**config.mk**
```make
export PLATFORM = sky130hd
export DESIGN_NAME = in_order_message_resequencer
export DESIGN_NICKNAME = d
export VERILOG_FILES = /design/src/rtl/core/rsq_pkg.sv /design/src/rtl/core/rsq_cell.sv /design/src/rtl/core/in_order_message_resequencer.sv
export SDC_FILE = /design/constraint.sdc
export NUM_CORES = 1
export LEC_CHECK = 0
export BUFFER_PORTS_ARGS = -buffer_cell sky130_fd_sc_hd__buf_2
export CAP_MARGIN = 20
export CORE_MARGIN = 3
export CORE_UTILIZATION = 45
export CTS_CLUSTER_SIZE = 28
export DETAILED_ROUTE_END_ITERATION = 10
export SYNTH_ARGS = -nofsm -noshare
export SYNTH_HDL_FRONTEND = slang
export SYNTH_HIERARCHICAL = 1
export SYNTH_SLANG_ARGS = --single-unit
export TNS_END_PERCENT = 20
```
**constraint.sdc**
```tcl
create_clock -name clk_i -period 5.8 [get_ports clk_i]
set_clock_uncertainty 0.2 [all_clocks]
set_input_delay 0.58 -clock clk_i [delete_from_list [all_inputs] [get_ports clk_i]]
set_output_delay 0.58 -clock clk_i [all_outputs]
set_load 0.01 [all_outputs]
```
**src/rtl/core/rsq_pkg.sv**
```systemverilog
// ----------------------------------------------------------------------------
// rsq_pkg
// Types and codes shared by the in-order message resequencer modules.
// ----------------------------------------------------------------------------
`default_nettype none

package rsq_pkg;

  localparam int unsigned IdBits  = 31;
  localparam int unsigned PayBits = 32;

  typedef enum logic [2:0] {
    ST_DELIVERED = 3'd0,
    ST_OBSOLETE  = 3'd1,
    ST_DUPLICATE = 3'd2,
    ST_HELD      = 3'd3,
    ST_BEYOND    = 3'd4
  } rsq_status_e;

  typedef enum logic [2:0] {
    FSM_IDLE  = 3'b001,
    FSM_EVAL  = 3'b010,
    FSM_DRAIN = 3'b100
  } rsq_fsm_e;

  typedef struct packed {
    logic [IdBits-1:0]  message_id;
    logic [PayBits-1:0] payload;
  } rsq_in_t;

  typedef struct packed {
    rsq_status_e        status;
    logic [IdBits-1:0]  out_id;
    logic [PayBits-1:0] out_payload;
    logic               last_of_run;
  } rsq_out_t;

  typedef struct packed {
    logic shift;
    logic load;
  } rsq_cell_ctrl_t;

endpackage

`default_nettype wire

```
**src/rtl/core/rsq_cell.sv**
```systemverilog
// ----------------------------------------------------------------------------
// rsq_cell
// One window position: holds a message for a fixed distance past the last
// delivered id and takes its upper neighbor's contents when the window moves.
// ----------------------------------------------------------------------------
`default_nettype none

module rsq_cell #(
  parameter int unsigned PAYLOAD_BITS = 32
) (
  input  wire                       clk_i,
  input  wire                       rst_ni,
  input  rsq_pkg::rsq_cell_ctrl_t   ctrl_i,
  input  wire [PAYLOAD_BITS-1:0]    load_pay_i,
  input  wire                       nb_valid_i,
  input  wire [PAYLOAD_BITS-1:0]    nb_pay_i,
  output logic                      valid_o,
  output logic [PAYLOAD_BITS-1:0]   pay_o
);

  logic                    valid_d, valid_q;
  logic [PAYLOAD_BITS-1:0] pay_d, pay_q;

  always_comb begin
    valid_d = valid_q;
    pay_d   = pay_q;
    if (ctrl_i.shift) begin
      valid_d = nb_valid_i;
      pay_d   = nb_pay_i;
    end else if (ctrl_i.load) begin
      valid_d = 1'b1;
      pay_d   = load_pay_i;
    end
  end

  always_ff @(posedge clk_i or negedge rst_ni) begin
    if (!rst_ni) begin
      valid_q <= 1'b0;
    end else begin
      valid_q <= valid_d;
    end
  end

  always_ff @(posedge clk_i) begin
    pay_q <= pay_d;
  end

  assign valid_o = valid_q;
  assign pay_o   = pay_q;

endmodule

`default_nettype wire

```
**src/rtl/core/in_order_message_resequencer.sv**
```systemverilog
// ----------------------------------------------------------------------------
// in_order_message_resequencer
// Reorders numbered messages: drops obsolete, duplicate and out-of-window
// ids, holds early ones in a shifting row of window cells, releases runs.
// ----------------------------------------------------------------------------
// Result path: input captured in in_q, evaluated, result registered in out_q.
// Inputs: a new input is taken only in the idle step, after the last one and
//   its released run are out; the cell row moves one position per release.
// Output stall holds the block in its evaluate or release step.
// Reset: control and cell valid bits cleared, last delivered id set to -1.
// ----------------------------------------------------------------------------
`default_nettype none

module in_order_message_resequencer #(
  parameter int unsigned WINDOW       = 16,
  parameter int unsigned PAYLOAD_BITS = 32
) (
  input  wire                clk_i,
  input  wire                rst_ni,
  input  wire                in_valid_i,
  output logic               in_stall_o,
  input  rsq_pkg::rsq_in_t   in_data_i,
  output logic               out_valid_o,
  input  wire                out_stall_i,
  output rsq_pkg::rsq_out_t  out_data_o
);

  localparam int unsigned IdxW = $clog2(WINDOW);

  rsq_pkg::rsq_fsm_e state_d, state_q;
  rsq_pkg::rsq_in_t  in_q;
  rsq_pkg::rsq_out_t res, out_q;
  logic              out_valid_q;
  logic [31:0]       ld_d, ld_q;

  logic [WINDOW:0]           valid_ext;
  logic [WINDOW-1:0]         win_valid;
  logic [PAYLOAD_BITS-1:0]   pay_ext [WINDOW+1];
  logic [PAYLOAD_BITS-1:0]   in_pay;

  logic                in_acc, out_free, emit;
  logic signed [32:0]  diff;
  logic [IdxW-1:0]     offset;
  logic                obsolete, beyond, dup;
  logic                do_shift, do_load;
  logic [30:0]         drain_id;

  assign in_acc   = in_valid_i && !in_stall_o;
  assign out_free = !out_valid_q || !out_stall_i;
  assign in_pay   = PAYLOAD_BITS'(in_q.payload);
  assign drain_id = ld_q[30:0] + 31'd1;

  assign win_valid = valid_ext[WINDOW-1:0];
  assign diff      = $signed({2'b00, in_q.message_id}) - $signed({ld_q[31], ld_q});
  assign obsolete  = diff[32] || (diff == 33'sd0);
  assign beyond    = !obsolete && (diff > $signed(33'(WINDOW)));
  assign offset    = IdxW'(diff - 33'sd1);
  assign dup       = !obsolete && !beyond && win_valid[offset];

  always_comb begin
    state_d     = state_q;
    ld_d        = ld_q;
    do_shift    = 1'b0;
    do_load     = 1'b0;
    emit        = 1'b0;
    res.status      = rsq_pkg::ST_HELD;
    res.out_id      = in_q.message_id;
    res.out_payload = '0;
    res.last_of_run = 1'b1;
    case (state_q)
      rsq_pkg::FSM_IDLE: begin
        if (in_acc) begin
          state_d = rsq_pkg::FSM_EVAL;
        end
      end
      rsq_pkg::FSM_EVAL: begin
        if (out_free) begin
          emit    = 1'b1;
          state_d = rsq_pkg::FSM_IDLE;
          if (obsolete) begin
            res.status = rsq_pkg::ST_OBSOLETE;
          end else if (beyond) begin
            res.status = rsq_pkg::ST_BEYOND;
          end else if (dup) begin
            res.status = rsq_pkg::ST_DUPLICATE;
          end else if (offset != '0) begin
            res.status = rsq_pkg::ST_HELD;
            do_load    = 1'b1;
          end else begin
            res.status      = rsq_pkg::ST_DELIVERED;
            res.out_payload = 32'(in_pay);
            res.last_of_run = !valid_ext[1] || (in_q.message_id == '1);
            do_shift        = 1'b1;
            ld_d            = {1'b0, in_q.message_id};
            if (!res.last_of_run) begin
              state_d = rsq_pkg::FSM_DRAIN;
            end
          end
        end
      end
      rsq_pkg::FSM_DRAIN: begin
        if (out_free) begin
          emit            = 1'b1;
          do_shift        = 1'b1;
          res.status      = rsq_pkg::ST_DELIVERED;
          res.out_id      = drain_id;
          res.out_payload = 32'(pay_ext[0]);
          res.last_of_run = !valid_ext[1] || (drain_id == '1);
          ld_d            = {1'b0, drain_id};
          if (res.last_of_run) begin
            state_d = rsq_pkg::FSM_IDLE;
          end
        end
      end
      default: begin
        state_d = rsq_pkg::FSM_IDLE;
      end
    endcase
  end

  assign valid_ext[WINDOW] = 1'b0;
  assign pay_ext[WINDOW]   = '0;

  for (genvar k = 0; k < WINDOW; k++) begin : g_cell
    rsq_pkg::rsq_cell_ctrl_t ctrl;
    assign ctrl.shift = do_shift;
    assign ctrl.load  = do_load && (offset == IdxW'(k));
    rsq_cell #(
      .PAYLOAD_BITS(PAYLOAD_BITS)
    ) u_cell (
      .clk_i      (clk_i),
      .rst_ni     (rst_ni),
      .ctrl_i     (ctrl),
      .load_pay_i (in_pay),
      .nb_valid_i (valid_ext[k+1]),
      .nb_pay_i   (pay_ext[k+1]),
      .valid_o    (valid_ext[k]),
      .pay_o      (pay_ext[k])
    );
  end

  always_ff @(posedge clk_i or negedge rst_ni) begin
    if (!rst_ni) begin
      state_q     <= rsq_pkg::FSM_IDLE;
      ld_q        <= '1;
      out_valid_q <= 1'b0;
    end else begin
      state_q <= state_d;
      ld_q    <= ld_d;
      if (emit) begin
        out_valid_q <= 1'b1;
      end else if (!out_stall_i) begin
        out_valid_q <= 1'b0;
      end
    end
  end

  always_ff @(posedge clk_i) begin
    if (in_acc) begin
      in_q <= in_data_i;
    end
    if (emit) begin
      out_q <= res;
    end
  end

  assign in_stall_o  = (state_q != rsq_pkg::FSM_IDLE);
  assign out_valid_o = out_valid_q;
  assign out_data_o  = out_q;

`ifndef SYNTHESIS
  a_drain_head_valid: assert property (@(posedge clk_i) disable iff (!rst_ni)
    state_q == rsq_pkg::FSM_DRAIN |-> valid_ext[0])
    else $error("release step without a held head message");

  a_idle_head_empty: assert property (@(posedge clk_i) disable iff (!rst_ni)
    state_q == rsq_pkg::FSM_IDLE |-> !valid_ext[0])
    else $error("next in-order message left held while idle");

  a_delivery_steps: assert property (@(posedge clk_i) disable iff (!rst_ni)
    (emit && res.status == rsq_pkg::ST_DELIVERED) |=> ld_q == $past(ld_q) + 32'd1)
    else $error("delivery did not advance the last delivered id by one");
`endif

endmodule

`default_nettype wire
```
# Word level (Yosys, flattened, before mapping)
# Index checks and enable logic that the tools add are counted.
# word_totals
register_bits	694
latchBits	0
ram_bits	0
mem_bits_ro	0
out_inout_bits	69
elab_cells	240
n_memories	0
# classes
add_sub_neg	3
multipliers	0
div_mod_pow	0
magnitude_cmp	2
eq_ne	30
shifts	0
muxes	111
bitwise_logic	0
n_reduce_logical	53
# ops
operator	count
$mux W32	36
$mux W33	5
$mux W66	1
$pmux W33 S2	1
$pmux W32 S2	1
$eq A31 B31 Y1 const B	2
$mux W1	48
$mux W3	12
$reduce_bool A2 Y1	17
$gt A33 B6 Y1 const B	1
$logic_not A33 Y1	1
$sub A32 B32 Y33	1
$eq A4 B4 Y1 const B	8
$add A31 B1 Y31 const B	1
$mux W31	1
$logic_and A1 B1 Y1	20
$eq A4 B3 Y1 const B	4
$ne A2 B2 Y1 const B	8
$pmux W3 S3	1
$eq A4 B2 Y1 const B	2
$reduce_and A7 Y1	1
$logic_not A1 Y1	6
$pmux W3 S2	1
$lt A4 B5 Y1 const B	1
other kinds (15)	19

# Depth between registers and ports, before layout
# Gate-level depths: netlist of the first run.
# depth
word_depth	16
depth_mapped	18
ltp_nobuf	16

# Hierarchy
# The synthesis of the first run kept the hierarchy.
# modules_own_cells
mod	n_inst	cells_per_inst	area_each_um2	seq_area_each_um2
rsq_cell	16	73	1532.7	985.9
in_order_message_resequencer	1	934	9947.0	4845.9

# Least setup slack after synthesis of the first run
# No wires, ideal clock.
# synth_path
path_kind	register to register
from	register ld_q[26]
to	register g_cell[10].u_cell.pay_q[0], enable pin
t_arrival_ns	4.114
t_required_ns	5.225
path_slack_ns	1.111
stages_incl_launch_ff	18
n_path_buf	5
period_less_slack_ns	4.689
cell_sequence	dfstp_2 > clkbuf_1 > inv_1 > ha_1 > buf_2 > a21oi_1 > o21a_1 > o22ai_1 > a211o_1 > or4_1 > a211oi_2 > and3_4 > nand4_4 > nand2_2 > buf_4 > buf_6 > buf_8 > or2_2
# synth_via
word_cells_on_any_way	21
classes_between	add/sub: 1; order compare: 1; mux: 10; reduce/logical: 9
# synth_rtl
item	line_no	source
start, declared	in_order_message_resequencer.sv:34	logic [31:0] ld_d, ld_q;
start signal, assigned	in_order_message_resequencer.sv:149	ld_q <= ld_d;
$sub A32 B32 Y33 *	in_order_message_resequencer.sv:54	assign diff = $signed({2'b00, in_q.message_id}) - $signed({ld_q[31], ld_q});
branches (longest 9 deep; another with $gt A33 B6 Y1)	n/a	
$mux W1 *	in_order_message_resequencer.sv:80	if (obsolete) begin
$mux W1 *	in_order_message_resequencer.sv:77	if (out_free) begin
$pmux W1 S2 *	in_order_message_resequencer.sv:70	case (state_q)
net do_shift	in_order_message_resequencer.sv:45	logic do_shift, do_load;
$reduce_bool A2 Y1 (no source line) *	n/a	
end signal, assigned	rsq_cell.sv:45	pay_q <= pay_d;
end, declared	rsq_cell.sv:22	logic [PAYLOAD_BITS-1:0] pay_d, pay_q;
# Mark *: on every way through the listed nets, which the timed path passes.
# A chain may end at the register's enable or synchronous reset.

==> results of run 1 <==
## cell usage in the layout, fill, tap and decap left out, drive strengths merged, types with 5 or more instances in the layout
master	count
buf	190
a211oi	13
or3	7
or2	18
nor4	12
xnor2	40
a21oi	48
clkinvlp	5
a31oi	5
dfrtp	19
inv	45
nand2	115
and4	8
bufinv	8
edfxtp	642
and3	29
o211ai	8
a21o	7
a21boi	6
ha	38
mux2	512
conb	35
clkinv	33
o21ai	81
nand4	24
clkbuf	91
dlygate4sd3	64
nor2	71
nor3	19
o221a	29
dfstp	33
a22o	33
o21a	27
nand3	34
## layout make-up
cell class	instances	share of cell area
Clock inverter	50	0.0143
Timing Repair Buffer	254	0.0527
Inverter	41	0.00392
Multi-Input combinational cell	1293	0.320
Tap cell	1020	0.0325
Sequential cell	694	0.525
Clock buffer	91	0.0507
## sequential cells by signal, indices dropped and copies added (netlist names)
name	count
g_cell.u_cell/pay_o	512
out_data_o	67
out_valid_o	1
state_q	3
g_cell.u_cell/valid_o	16
ld_q	32
in_pay	32
in_q	31
## final timing paths
check | start | depth (start not counted) | slack, ps | endpoint
max | ld_q[0] | 15 | 580 | g_cell[11].u_cell/pay_o[27]
min | out_stall_i | 3 | 220 | out_valid_o
max reg2reg | ld_q[0] | 15 | 580 | g_cell[11].u_cell/pay_o[27]
min reg2reg | g_cell[6].u_cell/valid_o | 2 | 300 | g_cell[5].u_cell/valid_o
max in group asynchronous | rst_ni | 3 | 4400 | g_cell[9].u_cell/valid_o
min in group asynchronous | rst_ni | 3 | 490 | g_cell[14].u_cell/valid_o
## repair_timing
item / 4_1_cts / 5_1_grt
setup endpoints to repair: 0 / 0
endpoints found under the hold margin: 82 / 0
hold buffers: 64 / 0
## worst max-delay path: stages (launching register included)
cell and delay (ps):
dfstp_2 590, ha_1 180, inv_1 50, fa_1 430, a211oi_2 350, o21ai_2 150, a31oi_1 240, xnor2_1 90
nor4_1 420, nand4_1 140, and4bb_2 450, nand3_4 120, nor4_4 520, and3_1 260, or2_2 450, buf_12 250
## cell families after synthesis
group / synth area share
compound gates: 0.0608
other cells: 0.000109
flops: 0.598
buf+inv: 0.0417
xor+xnor: 0.0118
mux: 0.218
fa+ha+maj: 0.0144
simple gates: 0.0550
## metal layers
| metal | part of all wire | global-route usage | vias up |
|---|---|---|---|
| li1 | - | - | 8636 |
| met1 | 0.49 | 0.271 | 9477 |
| met2 | 0.44 | 0.273 | 438 |
| met3 | 0.051 | 0.0336 | 99 |
| met4 | 0.024 | 0.0586 | 0 |
| met5 | 0 | 0 | - |
## report_power, final
part / internal, mW / total [mW] / switching [mW]
sequential: 5.58 / 5.71 / 0.138
combinational: 0.475 / 0.828 / 0.353
clock: 2.85 / 4.89 / 2.04
## metrics by stage
| step | setup WS, ps | total power [mW] | utilization | area [um^2] | hold WS, ps |
|---|---|---|---|---|---|
| after global routing | 186 | 11.9 | 0.522 | 39200 | 228 |
| after global placement | 630 | 6.59 | 0.479 | 36100 | 287 |
| final | 583 | 11.4 | 0.522 | 39200 | 223 |
| after detailed placement | 625 | 6.60 | 0.479 | 36100 | 307 |
| after CTS | 578 | 11.6 | 0.522 | 39200 | 192 |
| after floorplan | 1110 | 6.35 | - | 34600 | 84.4 |
==> results.tsv, run 1 <==
stage	metric	value	unit
outcome	status	completed	
sta	Final min period	5220	ps
sta	Worst Tran Pin Value	990	ps
place	Final Wtd Congestion	0.890	
sta	final hold vios	0	
sta	fin crit share	0.900	
power_and_ir_drop	Power per Cell Area	291	nW/um^2
die	io pins	136	
power_and_ir_drop	maximum vdd ir drop	197	uV
worst_setup_path	Arrival @ worst endpoint	5330	ps
cells_and_area	area of the multi-input gates	12600	um^2
die	Die ar.	80000	um^2
cells_and_area	Area Overhead vs Synth	13.9	%
die	core area	75200	um^2
grt	first-pass GRT wire length	114000	um
yosys	top-count cell post-synth	edfxtp_1	
clocking	clk_lat worst skew	630	ps
route	first-pass iteration count of the detailed router	5	
yosys	Yosys warnings	6	
place	Cells after DPL	3238	
worst_setup_path	Setup crit end kind	flop	
worst_setup_path	WS Path Type	reg -> reg	
yosys	Syn Inst Count	2102	
grt	remaining global-route overflow	0	
yosys	synth top area cells	edfxtp_1, mux2_4, mux2_2	
sta	Final Setup Violations	0	
yosys	Async SR Flop Fraction	0.0749	
yosys	Main synth FF type	edfxtp_1	
cells_and_area	filler cell count	6153	
yosys	EDFF count, synth	642	
place	Final HPWL DP	47200	um
sta	Max transition margin	0.339	
cells_and_area	Sequential cell area	20600	um^2
route	mean number of vias per cell	5.42	
clocking	CTS Sinks	694	
cells_and_area	layout cells sized above 1	0.388	
die	Die Ht	283	um
worst_setup_path	Setup crit start kind	flop	
clocking	CTS buffer count	77	
route	DRT antenna net count	0	
yosys	area leader, netlist	edfxtp_1	
place	IO buf count	135	
cells_and_area	final non-filler cell total	3443	
sta	RSZ-0062 raised after global routing	no	
clocking	htree depth	3	
clocking	Reg clk slew, reported paths	60	ps
worst_setup_path	Req. time, crit path	5920	ps
route	final wirelength	72800	um
route	routed length per instance	21.1	um
grt	largest net degree at the start of global routing	76	
route	DRC Markers	0	
grt	initial antenna violation count	0	
yosys	synthesized flop and latch total	694	
cells_and_area	Final #Nets	2467	
yosys	post-synth top area share	0.559	
die	num rows	100	
route	vias after detailed routing	18700	
sta	setup TNS	0	ps
clocking	CTS max path bufs	3	
power_and_ir_drop	leakage power	14.0	nW
clocking	post-CTS sizing	0	
run	Max Cap Violations	0	
yosys	most common library cells after synthesis	edfxtp_1, mux2_4, nand2_1	
yosys	Seq/Total Area, Yosys	0.598	
sta	Final Max Slew Viols	0	
yosys	Avg Cell Area, Syn	16.4	um^2
clocking	Setup Buffers After CTS	0	
sta	Max Clk Rate	0.192	GHz
yosys	cell area after synthesis	34500	um^2
die	Initial Util	0.458	
grt	vias in the first global route	19000	
route	1st-iter DRT viols	1440	
clocking	CTS root buffer	clkbuf_16	
clocking	CTS tree	yes	
die	Die X	283	um
hold_path	Worst Hold Class	in -> reg	
worst_setup_path	worst-path maximum fanout	17	
cells_and_area	n_diodes	0	
grt	All-Layer GR Usage	0.183	
yosys	Synth cell types	95	
Power figures use the tool's default switching activity.
==> run 2: changes to the inputs <==
- ABC_AREA: unset -> 1
==> results.tsv, run 2 <==
stage	metric	value	unit	change
place	Cell Area, Placed	36200	um^2	+0.50%
yosys	post-synth top area share	0.544		-0.0153
yosys	EDFF count, synth	642		unchanged
worst_setup_path	Slowest-stage cell, CP	dfstp_2		
cells_and_area	final cell area excluding filler cells	39400	um^2	+0.45%
grt	largest net degree at the start of global routing	102		+34%
route	first-pass iteration count of the detailed router	6		+1
worst_setup_path	r2r setup slk	840	ps	+260 ps
die	core area	77700	um^2	+3.4%
clocking	Reg clk slew, reported paths	60	ps	about the same
hold_path	Worst Hold Class	in -> reg		
worst_setup_path	crit path cell chain	ha_1 > inv_1 > fa_1 > nand3_1 > nand3_1 > nand2_1 > nand2_1 > nand2_1 > nand2_1 > nand2_1 > nand2_1 > nand2_1 > nand2_1 > nor2_1 > nand2_1 > nor2_4 > nand3_4 > nor2_4 > nand4_4 > nand2_4 > buf_4 > inv_8 > nand2_1 > buf_4		
clocking	post-CTS sizing	0		unchanged
power_and_ir_drop	leakage power	16.9	nW	+20%
yosys	synthesized flop and latch total	694		unchanged
route	vias after detailed routing	23200		+24%
yosys	top-count cell post-synth	nand2_1		
yosys	synth top area cells	edfxtp_1, nand2_1, nand2_2		
sta	Max transition margin	0.260		-0.0785
grt	All-Layer GR Usage	0.177		-0.00588
worst_setup_path	worst-path maximum fanout	37		+20
place	Final HPWL DP	52500	um	+11%
yosys	most common library cells after synthesis	nand2_1, edfxtp_1, nand2_2		
place	Cells after DPL	4867		+50%
power_and_ir_drop	maximum vdd ir drop	241	uV	+22%
power_and_ir_drop	Power per Cell Area	361	nW/um^2	+24%
route	1st-iter DRT viols	1492		+3.6%
route	final wirelength	71700	um	-1.5%
route	routed length per instance	14.1	um	-33%
route	DRT antenna net count	0		unchanged
cells_and_area	final non-filler cell total	5070		+47%
outcome	status	completed		
die	Die X	287	um	+1.4%
worst_setup_path	most used cell, CP	nand2_1		
yosys	Avg Cell Area, Syn	9.42	um^2	-43%
cells_and_area	commonest non-fill, non-tap cell in the layout	nand2_1		
yosys	Async SR Flop Fraction	0.0749		unchanged
place	IO buf count	135		unchanged
run	Max Cap Violations	0		unchanged
yosys	Synth cell types	47		-51%
clocking	htree depth	3		unchanged
die	Die Ht	287	um	+1.4%
die	Initial Util	0.456		-0.00242
place	Final Wtd Congestion	0.916		+3.0%
sta	Max Clk Rate	0.202	GHz	+5.3%
cells_and_area	Final #Nets	4079		+65%
worst_setup_path	Arrival @ worst endpoint	5030	ps	-300 ps
clocking	CTS root buffer	clkbuf_16		
yosys	Main synth FF type	edfxtp_1		
sta	final hold vios	0		unchanged
yosys	Seq/Total Area, Yosys	0.582		-0.0164
clocking	CTS tree	yes		
cells_and_area	most frequent cells in the layout	nand2_1, edfxtp_1, nand2_2		
sta	Final min period	4960	ps	-262 ps
die	Die ar.	82200	um^2	+2.8%
grt	first-pass GRT wire length	116000	um	+2.1%
die	num rows	102		+2.0%
grt	GRT Max-Usage Layer	met2		
yosys	area leader, netlist	edfxtp_1		
worst_setup_path	Worst path max stage delay	560	ps	-30 ps
sta	Final Setup Violations	0		unchanged
clocking	clk_lat worst skew	620	ps	about the same
cells_and_area	n_diodes	0		unchanged
cells_and_area	max reg flops	512		unchanged
yosys	cell area after synthesis	35400	um^2	+2.8%
grt	met3 Usage GRT	0.0315		-0.00220
grt	initial antenna violation count	0		unchanged
sta	setup TNS	0	ps	unchanged
route	DRC Markers	0		unchanged
sta	fin crit share	0.854		-0.0451
sta	Final Max Slew Viols	0		unchanged
worst_setup_path	Setup crit end kind	flop		
cells_and_area	Area Overhead vs Synth	11.2	%	
worst_setup_path	WS Path Type	reg -> reg		
clocking	CTS buffer count	77		unchanged
route	mean number of vias per cell	4.57		-16%
clocking	CTS max path bufs	3		unchanged
grt	remaining global-route overflow	0		unchanged
clocking	CTS Sinks	694		unchanged
die	io pins	136		unchanged
sta	RSZ-0062 raised after global routing	no		
yosys	Yosys warnings	6		unchanged
grt	met1 Use GR	0.262		-0.00869
grt	GR Util met2	0.268		-0.00511
yosys	Syn Inst Count	3761		+79%
worst_setup_path	Req. time, crit path	5870	ps	-50 ps
worst_setup_path	Setup crit start kind	flop		
grt	vias in the first global route	21100		+11%
sta	Worst Tran Pin Value	1110	ps	+120 ps
clocking	Setup Buffers After CTS	0		unchanged
cells_and_area	filler cell count	6971		+13%
cells_and_area	layout cells sized above 1	0.178		-0.209
## run 2: cell count changes in the layout (fill, tap and decap cells not counted), moves of 22 or more
cell / before / now
xnor2_1: 40 / 7
mux2_2: 80 / 0
buf_12: 27 / 2
nand2_1: 112 / 1783
nand3_1: 33 / 122
o21a_1: 27 / 1
a21oi_1: 47 / 25
nand2_2: 1 / 310
inv_1: 41 / 252
and3_1: 22 / 0
o221a_2: 28 / 0
mux2_4: 432 / 0
a22o_1: 33 / 0
nor2_1: 68 / 108
## run 2: area by class of cell
cell class              instances  area, um^2  area share
well taps                    1040        1300      0.0330
clock inverters                39         400      0.0102
clock buffers                  97        2060      0.0523
inverters                     287        1200      0.0304
repair buffers                245        1770      0.0448
flip-flops and latches        694       20600       0.523
multi-input cells            2668       12100       0.306
## run 2: critical path, delay by kind of cell, from the launching register on
| kind | cells | cell delay (ps) |
|---|---|---|
| buf+inv | 4 | 1080 |
| simple gates | 18 | 2140 |
| fa+ha+maj | 2 | 590 |
| flops | 1 | 560 |
## run 2: logic make-up after synthesis
group / after synthesis / share of synthesized area
simple gates: 2427 / 0.292
flops: 694 / 0.582
buf+inv: 432 / 0.0818
compound gates: 138 / 0.0224
fa+ha+maj: 39 / 0.0140
xor+xnor: 30 / 0.00741
other cells: 1 / 0.000106
## run 2: final timing paths
check | to | cells after the start | start
max | g_cell[15].u_cell/pay_o[17] | 24 | ld_q[0]
min | out_valid_o | 3 | out_stall_i
max reg2reg | g_cell[15].u_cell/pay_o[17] | 24 | ld_q[0]
min reg2reg | ld_q[30] | 2 | ld_q[30]
max in group asynchronous | out_valid_o | 3 | rst_ni
min in group asynchronous | g_cell[15].u_cell/valid_o | 3 | rst_ni
## run 2: routing by layer
layer | up-vias | wire length (um)
li1 | 12400 | -
met1 | 10200 | 35500
met4 | 0 | 1520
met3 | 101 | 4060
met5 | - | 0
met2 | 465 | 30600
## run 2: what timing repair did
| item | in CTS | in global routing |
|---|---|---|
| hold buffers | 64 | 0 |
| hold endpoints to repair | 82 | 0 |
| setup endpoints to repair | 0 | 0 |
## run 2: where the power goes
part / internal (mW) / leakage, nW / switching (mW)
combinational: 1.08 / 9.32 / 2.09
sequential: 5.98 / 6.36 / 0.406
clock: 2.76 / 1.21 / 1.93
total: 9.82 / 16.9 / 4.43
## run 2: stage by stage
stage          total power [mW]  utilization  setup WS [ps]  hold WS (ps)
6_report                   14.2        0.507            844           152
4_1_cts                    14.3        0.506            828           117
2_1_floorplan              8.59            -           1050          84.4
5_1_grt                    15.1        0.507            355           164
3_5_place_dp               9.57        0.466            840           284
3_3_place_gp               9.53        0.466            854           281
